[config.mk]
export PLATFORM = sky130hd
export DESIGN_NAME = hri_mul
export DESIGN_NICKNAME = d
export VERILOG_FILES = /design/src/rtl/hri_pkg.sv /design/src/rtl/hri_mul.sv
export SDC_FILE = /design/constraint.sdc
export NUM_CORES = 2
export LEC_CHECK = 0
export BUFFER_PORTS_ARGS = -buffer_cell sky130_fd_sc_hd__buf_2
export CORE_MARGIN = 2
export CORE_UTILIZATION = 30
export DETAILED_ROUTE_END_ITERATION = 7
export PLACE_DENSITY = 0.46
export SLEW_MARGIN = 20
export SYNTH_ARGS = -nofsm -noshare
export SYNTH_HDL_FRONTEND = slang
export SYNTH_SLANG_ARGS = --single-unit
[constraint.sdc]
create_clock -name clk -period 10.8 [get_ports clk]
set_input_delay 0.54 -clock clk [delete_from_list [all_inputs] [get_ports clk]]
set_output_delay 0.54 -clock clk [all_outputs]
set_load 0.02 [all_outputs]
[src/rtl/hri_pkg.sv]
`timescale 1ns / 1ps
// hri_pkg: shared types, constants and helpers for the haptic rotation integrator.
// No dependencies.

package hri_pkg;

  localparam int CFG_FRAC = 16;

  localparam logic [1:0] CFG_INV_INERTIA   = 2'd0;
  localparam logic [1:0] CFG_VEL_CAP       = 2'd1;
  localparam logic [1:0] CFG_DAMPING       = 2'd2;
  localparam logic [1:0] CFG_MIN_ROT_SPEED = 2'd3;

  localparam logic [31:0] RST_INV_INERTIA   = 32'd163840;
  localparam logic [31:0] RST_VEL_CAP       = 32'd655360;
  localparam logic [16:0] RST_DAMPING       = 17'd6554;
  localparam logic [15:0] RST_MIN_ROT_SPEED = 16'd1;

  typedef enum logic [3:0] {
    ST_IDLE, ST_TORQ, ST_ACC, ST_INT, ST_SQ1, ST_RT1, ST_CAPM, ST_CAPD,
    ST_DTM, ST_DAMP, ST_SQ2, ST_RT2, ST_ANG, ST_AXD, ST_FIN
  } state_t;

  typedef enum logic {DS_DIV, DS_SQRT} ds_op_t;

  typedef struct packed {
    logic               go;
    logic [2:0]         tag;
    logic signed [32:0] a;
    logic signed [32:0] b;
  } mul_req_t;

  typedef struct packed {
    logic               vld;
    logic [2:0]         tag;
    logic signed [65:0] p;
  } mul_rsp_t;

  typedef struct packed {
    logic        start;
    ds_op_t      op;
    logic [32:0] rem0;
    logic [63:0] bits;
    logic [5:0]  cnt;
    logic [31:0] den;
  } ds_req_t;

  typedef struct packed {
    logic        busy;
    logic        done;
    logic [31:0] res;
  } ds_rsp_t;

  function automatic logic signed [31:0] sat32(input logic signed [71:0] x);
    logic signed [31:0] r;
    if (x > 72'sh0_0000_0000_7FFF_FFFF) begin
      r = 32'sh7FFF_FFFF;
    end else if (x < -72'sh0_0000_0000_8000_0000) begin
      r = 32'sh8000_0000;
    end else begin
      r = x[31:0];
    end
    return r;
  endfunction

  function automatic logic [31:0] mag32(input logic signed [31:0] x);
    logic [31:0] r;
    r = x[31] ? 32'(-x) : 32'(x);
    return r;
  endfunction

endpackage

[src/rtl/hri_mul.sv]
`timescale 1ns / 1ps
// hri_mul: shared 33x33 signed multiplier with registered product and tag.
// Depends on hri_pkg.

module hri_mul (
  input  logic              clk,
  input  logic              rst,
  input  hri_pkg::mul_req_t req,
  output hri_pkg::mul_rsp_t rsp
);
  import hri_pkg::*;

  logic signed [65:0] p;
  logic [2:0]         tag;
  logic               vld;

  always_ff @(posedge clk) begin
    if (req.go) begin
      p   <= req.a * req.b;
      tag <= req.tag;
    end
    if (rst) begin
      vld <= 1'b0;
    end else begin
      vld <= req.go;
    end
  end

  assign rsp = '{vld: vld, tag: tag, p: p};

endmodule

==> flow_metrics.py <==
metrics = {
    "run_status": {
        "status": "completed",
    },
    "final_layout": {
        "fin_cells": 6066,
        "drive_above_1_share_pct": 5.18,
        "layout_commonest_cell": "fa_1",
        "multi_input_area_sq_mm": 0.0340,
        "layout_common_cells": "fa_1, inv_1, and2_1",
        "finish.net_count": 5712,
        "area_growth_pct": 6.58,
        "n_fill_cell": 14300,
        "register_area_sq_mm": 0.00209,
    },
    "flow_run": {
        "maxCapViolations": 0,
    },
    "drt": {
        "ant_nets": 0,
        "first_pass_iters": 6,
        "drt_iter0_drc": 1387,
        "totalWireLength_um": 130000,
        "via_per_inst": 4.67,
        "dr_total_vias": 28300,
        "wire_per_inst_um": 21.4,
        "drc": 0,
    },
    "setup_path": {
        "worstPathMaxFanout": 33,
        "worstPathCellList": "buf_2 > nand2_1 > inv_1 > fa_1 > fa_1 > fa_1 > inv_1 > fa_1 > fa_1 > fa_1 > fa_1 > fa_1 > inv_1 > ha_1 > and4_1 > and3_1 > a31oi_1 > o21ai_0 > a221o_1 > a31oi_2 > o211ai_1 > o41ai_2 > xnor2_1",
        "start_kind": "input port",
        "crit_path_frequent_cell": "fa_1",
        "cp_slowest_stage_delay_ns": 0.98,
        "cp_slowest_cell": "fa_1",
        "critPathRequiredTime_ns": 10.91,
        "critPathCaptureType": "flop",
        "arrival_ns": 8.78,
        "critPathKind": "in2reg",
    },
    "clocking": {
        "cts_max_path_buffers": 2,
        "postCtsHoldBufs": 0,
        "root_buffer": "clkbuf_16",
        "post_cts_resized": 0,
        "post_cts.repair.setup_buffers": 0,
        "cts_buffers": 9,
        "clkSinkCount": 70,
        "htree_levels": 3,
        "clkSlewWorstSetupHoldPaths_ns": 0.06,
        "cts_tree": "built",
    },
    "synth": {
        "synthCells": 4308,
        "synth-edff-count": 69,
        "synth_area_leaders": "fa_1, inv_1, and2_1",
        "seq_area_frac_synth_pct": 5.08,
        "yosys_warnings": 0,
        "synth_seq_cells": 70,
        "syn_area_sq_mm": 0.0412,
        "syn_avg_cell_area_sq_um": 9.55,
        "ys_types": 63,
        "synth_nets": 5742,
        "synth_top_area_share_pct": 55.7,
        "synth_top_area_cell": "fa_1",
        "ys.flop_type": "edfxtp_1",
        "async_flop_share_pct": 0,
    },
    "min_path": {
        "min_to": "vld$_SDFF_PP0_",
        "worstHoldStart": "rst",
        "hold_path_class": "in2reg",
        "hold_path_depth": 2,
    },
    "global_routing": {
        "grt_max_degree": 58,
        "grt_pass1_vias": 31900,
        "overflow": 0,
        "grt_pass1_wl_um": 199000,
        "track_usage_pct": 18.9,
        "antenna_found_initial": 8,
    },
    "timing": {
        "fin_crit_ns": 8.67,
        "rsz0062_at_grt": "false",
        "setup_viol_count_final": 0,
        "setup-tns-final_ns": 0,
        "max_slew_margin_pct": 30.7,
        "timing.fmax_mhz": 115,
        "fin_crit_sh_pct": 80.3,
        "tightest_slew_ns": 1.04,
        "hold_violations": 0,
        "drv_slew": 0,
    },
    "die": {
        "coreArea_sq_mm": 0.136,
        "die_h_um": 374,
        "io_pins": 142,
        "die_w_um": 374,
        "die-area_sq_mm": 0.140,
        "rows": 135,
        "initial_core_util_pct": 30.3,
    },
    "placement": {
        "portBuffers": 141,
        "dpl.cell_count": 6048,
        "dp_hpwl_um": 106000,
        "place.gp.congestion": 0.878,
    },
}
layout make-up:
| type | count | share of cell area, % |
|---|---|---|
| flip-flops and latches | 70 | 4.77 |
| diodes | 2 | 0.0114 |
| repair buffers | 181 | 2.30 |
| clock inverters | 6 | 0.154 |
| multi-input cells | 2883 | 77.4 |
| clock buffers | 10 | 0.545 |
| well taps | 1781 | 5.08 |
| inverters | 1133 | 9.70 |
Yosys cell counts, drive strengths merged, types with 8 or more instances:
cell / instances
a21o: 28
fa: 1145
a211oi: 9
and2: 563
xnor2: 55
inv: 1133
nand4: 9
xor2: 20
o21bai: 8
a31oi: 10
nand2: 543
nor3: 8
nand2b: 9
nor2: 47
a21oi: 73
o21ai: 43
clkbuf: 220
ha: 217
edfxtp: 69
nand3: 18
cells by family after synthesis:
logic type | share of synthesized area, %
adder cells (fa/ha/maj) | 62.3
buffers and inverters | 12.4
AND/OR/NAND/NOR | 15.1
AO/OA/AOI/OAI | 3.53
XOR/XNOR | 1.60
flip-flops | 5.08
how the worst max path moves through the flow:
stage	startpoint	end	slack (ns)	depth (start not counted)
5_1_grt	req[65]	p[65]$_DFFE_PP_	1.74	23
3_3_place_gp	req[65]	p[64]$_DFFE_PP_	1.69	21
6_report	req[0]	p[65]$_DFFE_PP_	2.13	23
4_1_cts	req[65]	p[60]$_DFFE_PP_	2.02	21
2_1_floorplan	req[65]	p[65]$_DFFE_PP_	2.90	22
3_5_place_dp	req[65]	p[60]$_DFFE_PP_	1.64	21
metrics by stage:
| stage | hold WS [ns] | setup slack [ns] | util, % | area (sq um) |
|---|---|---|---|---|
| after floorplan | 0.612 | 2.90 | - | 41200 |
| after global placement | 0.700 | 1.69 | 32.1 | 43500 |
| after detailed placement | 0.699 | 1.64 | 32.1 | 43500 |
| after CTS | 0.298 | 2.02 | 32.3 | 43800 |
| after global routing | 0.308 | 1.74 | 32.3 | 43900 |
| final | 0.324 | 2.13 | 32.3 | 43900 |
state kept, by name, summed over array words and instances, names as in the netlist:
name  count
p        66
tag       3
vld       1
metal layers:
layer | GRT usage, % | vias up | routed length (um)
met1 | 23.6 | 15300 | 52800
met5 | 0 | - | 43
li1 | - | 12200 | -
met4 | 4.26 | 8 | 3370
met2 | 35.1 | 604 | 69100
met3 | 1.81 | 154 | 4290
worst max-delay path, delay by kind of cell:
| kind | cells | cell delay (ns) |
|---|---|---|
| AOI/OAI and AO/OA | 6 | 1.45 |
| xor gates and xnor gates | 1 | 0.10 |
| buffers and inverters | 4 | 0.99 |
| and+or+nand+nor | 3 | 0.71 |
| adders and majority gates | 9 | 4.94 |
Power is left out: the tool's default activity adds up to more than one toggle a clock period on the data nets, which glitch-free logic cannot reach.
