## src/rtl/hri_pkg.sv

```systemverilog
`timescale 1ns / 1ps
// hri_pkg: shared types, constants and helpers for the haptic rotation integrator.
// No dependencies.

package hri_pkg;

  localparam int CFG_FRAC = 16;

  localparam logic [1:0] CFG_INV_INERTIA   = 2'd0;
  localparam logic [1:0] CFG_VEL_CAP       = 2'd1;
  localparam logic [1:0] CFG_DAMPING       = 2'd2;
  localparam logic [1:0] CFG_MIN_ROT_SPEED = 2'd3;

  localparam logic [31:0] RST_INV_INERTIA   = 32'd163840;
  localparam logic [31:0] RST_VEL_CAP       = 32'd655360;
  localparam logic [16:0] RST_DAMPING       = 17'd6554;
  localparam logic [15:0] RST_MIN_ROT_SPEED = 16'd1;

  typedef enum logic [3:0] {
    ST_IDLE, ST_TORQ, ST_ACC, ST_INT, ST_SQ1, ST_RT1, ST_CAPM, ST_CAPD,
    ST_DTM, ST_DAMP, ST_SQ2, ST_RT2, ST_ANG, ST_AXD, ST_FIN
  } state_t;

  typedef enum logic {DS_DIV, DS_SQRT} ds_op_t;

  typedef struct packed {
    logic               go;
    logic [2:0]         tag;
    logic signed [32:0] a;
    logic signed [32:0] b;
  } mul_req_t;

  typedef struct packed {
    logic               vld;
    logic [2:0]         tag;
    logic signed [65:0] p;
  } mul_rsp_t;

  typedef struct packed {
    logic        start;
    ds_op_t      op;
    logic [32:0] rem0;
    logic [63:0] bits;
    logic [5:0]  cnt;
    logic [31:0] den;
  } ds_req_t;

  typedef struct packed {
    logic        busy;
    logic        done;
    logic [31:0] res;
  } ds_rsp_t;

  function automatic logic signed [31:0] sat32(input logic signed [71:0] x);
    logic signed [31:0] r;
    if (x > 72'sh0_0000_0000_7FFF_FFFF) begin
      r = 32'sh7FFF_FFFF;
    end else if (x < -72'sh0_0000_0000_8000_0000) begin
      r = 32'sh8000_0000;
    end else begin
      r = x[31:0];
    end
    return r;
  endfunction

  function automatic logic [31:0] mag32(input logic signed [31:0] x);
    logic [31:0] r;
    r = x[31] ? 32'(-x) : 32'(x);
    return r;
  endfunction

endpackage

```

## src/rtl/hri_dsu.sv

```systemverilog
`timescale 1ns / 1ps
// hri_dsu: shared restoring divide / integer square root, one result bit a cycle.
// Depends on hri_pkg.

module hri_dsu (
  input  logic             clk,
  input  logic             rst,
  input  hri_pkg::ds_req_t req,
  output hri_pkg::ds_rsp_t rsp
);
  import hri_pkg::*;

  logic [34:0] rem;
  logic [63:0] bits;
  logic [31:0] res;
  logic [31:0] den;
  logic [5:0]  cnt;
  ds_op_t      op;
  logic        busy;
  logic        done;

  logic [34:0] r2;
  logic [34:0] sub_b;
  logic [35:0] diff;
  logic        ge;

  always_comb begin
    if (op == DS_SQRT) begin
      r2    = {rem[32:0], bits[63:62]};
      sub_b = {1'b0, res, 2'b01};
    end else begin
      r2    = {rem[33:0], bits[63]};
      sub_b = {3'b000, den};
    end
    diff = {1'b0, r2} - {1'b0, sub_b};
    ge   = !diff[35];
  end

  always_ff @(posedge clk) begin
    if (req.start) begin
      rem  <= {2'b00, req.rem0};
      bits <= req.bits;
      res  <= '0;
      den  <= req.den;
      cnt  <= req.cnt;
      op   <= req.op;
    end else if (busy) begin
      rem  <= ge ? diff[34:0] : r2;
      res  <= {res[30:0], ge};
      bits <= (op == DS_SQRT) ? {bits[61:0], 2'b00} : {bits[62:0], 1'b0};
      cnt  <= cnt - 6'd1;
    end
    if (rst) begin
      busy <= 1'b0;
      done <= 1'b0;
    end else begin
      done <= busy && (cnt == 6'd1);
      if (req.start) begin
        busy <= 1'b1;
      end else if (busy && (cnt == 6'd1)) begin
        busy <= 1'b0;
      end
    end
  end

  assign rsp = '{busy: busy, done: done, res: res};

  a_no_start_busy: assert property (@(posedge clk) disable iff (rst) req.start |-> !busy)
    else $error("dsu started while busy");
  a_done_follows: assert property (@(posedge clk) disable iff (rst)
    (busy && cnt == 6'd1 && !req.start) |=> (done && !busy))
    else $error("dsu done missing");
  a_done_idle: assert property (@(posedge clk) disable iff (rst) done |-> !busy)
    else $error("dsu done while busy");

endmodule

```

## config.mk

```make
export PLATFORM = sky130hd
export DESIGN_NAME = hri_dsu
export DESIGN_NICKNAME = d
export VERILOG_FILES = /design/src/rtl/hri_pkg.sv /design/src/rtl/hri_dsu.sv
export SDC_FILE = /design/constraint.sdc
export NUM_CORES = 1
export LEC_CHECK = 0
export BUFFER_PORTS_ARGS = -buffer_cell sky130_fd_sc_hd__clkbuf_2
export CORE_AREA = 4 4 133 135
export DETAILED_ROUTE_END_ITERATION = 10
export DIE_AREA = 0 0 137 139
export PLACE_DENSITY = 0.84
export SETUP_SLACK_MARGIN = 0.2
export SLEW_MARGIN = 40
export SYNTH_ARGS = -nofsm -noshare
export SYNTH_HDL_FRONTEND = slang
export SYNTH_SLANG_ARGS = --single-unit
```

## constraint.sdc

```tcl
create_clock -name clk -period 7.9 [get_ports clk]
set_input_delay 0.79 -clock clk [delete_from_list [all_inputs] [get_ports clk]]
set_output_delay 0.79 -clock clk [all_outputs]
set_load 0.005 [all_outputs]
```

==> summary.md <==
| Metric | Value |
|---|---|
| RePlAce Congestion | `0.920` |
| Pwr per Cell Area | `298 nW/µm²` |
| Placed insts | `1283` |
| Syn Inst Count | `940` |
| Final hold violation count | `0` |
| Peak VDD IR | `189 µV` |
| Clock slew at reported path FFs | `0.07 ns` |
| Layout cells sized above 1 | `23.5%` |
| DRC Markers | `0` |
| Clock Skew | `0.00867 ns` |
| Leak pwr | `4.91 nW` |
| Final Net Count | `1258` |
| Die Y-Extent | `139 µm` |
| TNS Setup | `0 ns` |
| First-pass GRT wire length | `36.6 mm` |
| Yosys reg bits | `171` |
| Hold crit path type | `input port to flip-flop` |
| Cell taking the most area after synthesis | `edfxtp_1` |
| Post_cts resized | `0` |
| Grt ovf | `0` |
| Slew @ Worst Pin | `0.838 ns` |
| Vias in the first global route | `7502` |
| Initial antenna violation count | `1` |
| Crit Path Class | `flip-flop to flip-flop` |
| Vias/cell | `5.79` |
| Cell variety after synth | `62` |
| Synth warnings | `0` |
| DRT iter0 DRCs | `652` |
| RSZ-0062 raised after global routing | `no` |
| DIE AREA | `19000 µm²` |
| CTS Sinks | `171` |
| Count leader, synth | `edfxtp_1` |
| Clock Latency Late Sink | `0.43 ns` |
| Sequential fraction of the synthesis area | `48.0%` |
| Non-filler instance count after layout | `1315` |
| Hold_sp | `rst` |
| Antenna Cells | `0` |
| Max cap viols | `0` |
| CP Max Fanout | `132` |
| H-Tree Depth | `4` |
| Yosys top cell area share | `41.0%` |
| Initial Util | `60.5%` |
| Cts hold-fix bufs | `0` |
| Largest net degree at the start of global routing | `133` |
| Synth top cells by count | `edfxtp_1 (136), mux2i_1 (134), nand2_1 (111), o21ai_0 (88), nor2_1 (76)` |
| Core area | `16500 µm²` |
| Detailed Place HPWL | `15.7 mm` |
| R2R cell count | `12` |
| Vias | `7618` |
| Final setup violating endpoints | `0` |
| Final Slew Violations | `0` |
| Filler cell count | `1233` |
| Max Freq | `0.214 GHz` |
| Reg-to-Reg Start | `op$_DFFE_PP_` |
| Rows | `47` |
| Avg WL per Cell | `17.2 µm` |
| Post-CTS setup buffers | `0` |
| Mean post-synth cell area | `10.6 µm²` |
| Synth-to-layout area growth | `15.2%` |
| Dominant synthesized flop cell | `edfxtp_1` |
| Power after layout | `3.42 mW` |
| Async S/R FF share, synth | `0%` |
| Clock Tree Buf Depth | `2` |
| Worst relative slew slack | `44.2%` |
| Hold depth | `2` |
| Tcrit/Tclk final | `59.1%` |
| Crit. Startpoint | `op$_DFFE_PP_` |
| Period minus WS final | `4.67 ns` |
| Syn Nets | `1116` |
| Critical path arrival | `4.84 ns` |
| Die X | `137 µm` |
| Reg2reg end | `rem[29]$_DFFE_PP_` |
| Root Driver | `clkbuf_16` |
| Routed Antenna Nets | `0` |
| Setup slack, reg-to-reg | `3.23 ns` |
| Top post-synthesis cells by area | `edfxtp_1 (41%), mux2i_1 (13%), dfxtp_1 (7.0%)` |
| WHS Endpoint | `busy$_SDFFE_PP0P_` |
| CP startpoint kind | `flip-flop` |
| IO Pins | `173` |
| Outcome | `complete, no violations` |
| Post-synth EDFFs | `136` |
| Worst setup EP type | `flip-flop` |
| Drt first pass iters | `7` |
| CP required | `8.07 ns` |
| Port Buffer Count | `172` |
| Tot GR Track Use | `23.7%` |
| Final WL | `22.6 mm` |
| Cell Area, Synth | `9970 µm²` |
| Final hold slack | `0.519 ns` |
| CTS tree | `done` |
| Num CTS Buffers | `17` |
worst max-delay path, stage by stage, from the launching register on:
cell and delay (ns):
edfxtp_1 0.37, buf_12 0.64, mux2_2 0.43, ha_1 0.39, a21o_1 0.21, a21oi_1 0.29
o21ai_1 0.13, a21oi_1 0.15, o21ai_0 0.14, a211oi_4 0.66, and2_4 0.53, nor2_1 0.11
a221o_1 0.32
logic make-up after synthesis:
group                      after synthesis  share of synthesized area (%)
and+or+nand+nor                        238                           10.2
muxes                                  170                           17.5
adders and majority gates               37                           4.72
DFF                                    171                           48.0
buffers and inverters                   64                           2.84
xor gates and xnor gates                32                           2.81
AOI/OAI and AO/OA                      228                           13.9
sequential cells by signal, summed over array words and instances (netlist names):
name and flops:
op 1, rem 34, cnt 6, busy 1, bits 64, den 32, res 32, done 1
final cells by class:
| cell class | count | area, µm² | share of cell area [%] |
|---|---|---|---|
| inverters | 10 | 37.5 | 0.327 |
| flip-flops and latches | 171 | 4790 | 41.7 |
| repair buffers | 177 | 921 | 8.02 |
| multi-input cells | 705 | 4910 | 42.8 |
| clock buffers | 18 | 429 | 3.74 |
| clock inverters | 14 | 120 | 1.05 |
| well taps | 220 | 275 | 2.40 |
per-layer routing:
layer | GRT usage, % | up-vias | wire [µm]
li1 | - | 3757 | -
met1 | 33.0 | 3571 | 10200
met2 | 37.7 | 255 | 10700
met3 | 5.48 | 33 | 1410
met4 | 6.09 | 2 | 338
met5 | 0 | - | 7
power breakdown:
group / switching (mW) / internal, mW
Clock: 0.356 / 0.434
Combinational: 0.807 / 0.617
Sequential: 0.0665 / 1.14
Total: 1.23 / 2.19
cells in the final DEF (no fill, tap or decap), types with 3 or more instances in the layout:
cell       count
dfxtp_1       34
a211oi_1       4
o211ai_1       4
clkbuf_16     17
a21o_1        17
mux2i_1      134
clkinv_4       3
or2_2          3
inv_6          3
mux2_2        36
a2bb2oi_1      3
clkbuf_2     171
xnor2_1       21
inv_1          9
and2_1         3
nor3_1         8
a31oi_1       10
o21ai_0       88
a21oi_1       63
nor2_1        76
and3_1         7
o31ai_1        4
nor2b_1        4
ha_1          36
a221o_1        5
nand3_1        9
xor2_1        11
nand2_1      111
edfxtp_1     136
clkinv_2       3
buf_4          3
o21a_1         5
o21ai_1        4
nand2b_1       4
through the flow:
stage	area, µm²	utilization [%]	setup WS [ns]
finish	11500	69.7	3.23
floorplan	9970	-	3.52
detailed placement	10900	66.4	3.30
CTS	11500	69.7	3.28
global route	11500	69.7	2.96
global placement	10900	66.3	3.16
how the worst max path moves through the flow:
stage	endpoint	slack, ns	cells after the start
2_1_floorplan	rem[29]$_DFFE_PP_	3.52	17
3_3_place_gp	rem[24]$_DFFE_PP_	3.16	12
3_5_place_dp	rem[29]$_DFFE_PP_	3.30	12
4_1_cts	rem[0]$_DFFE_PP_	3.28	12
5_1_grt	rem[0]$_DFFE_PP_	2.96	12
6_report	rem[29]$_DFFE_PP_	3.23	12
(Power assumes the default switching activity.)
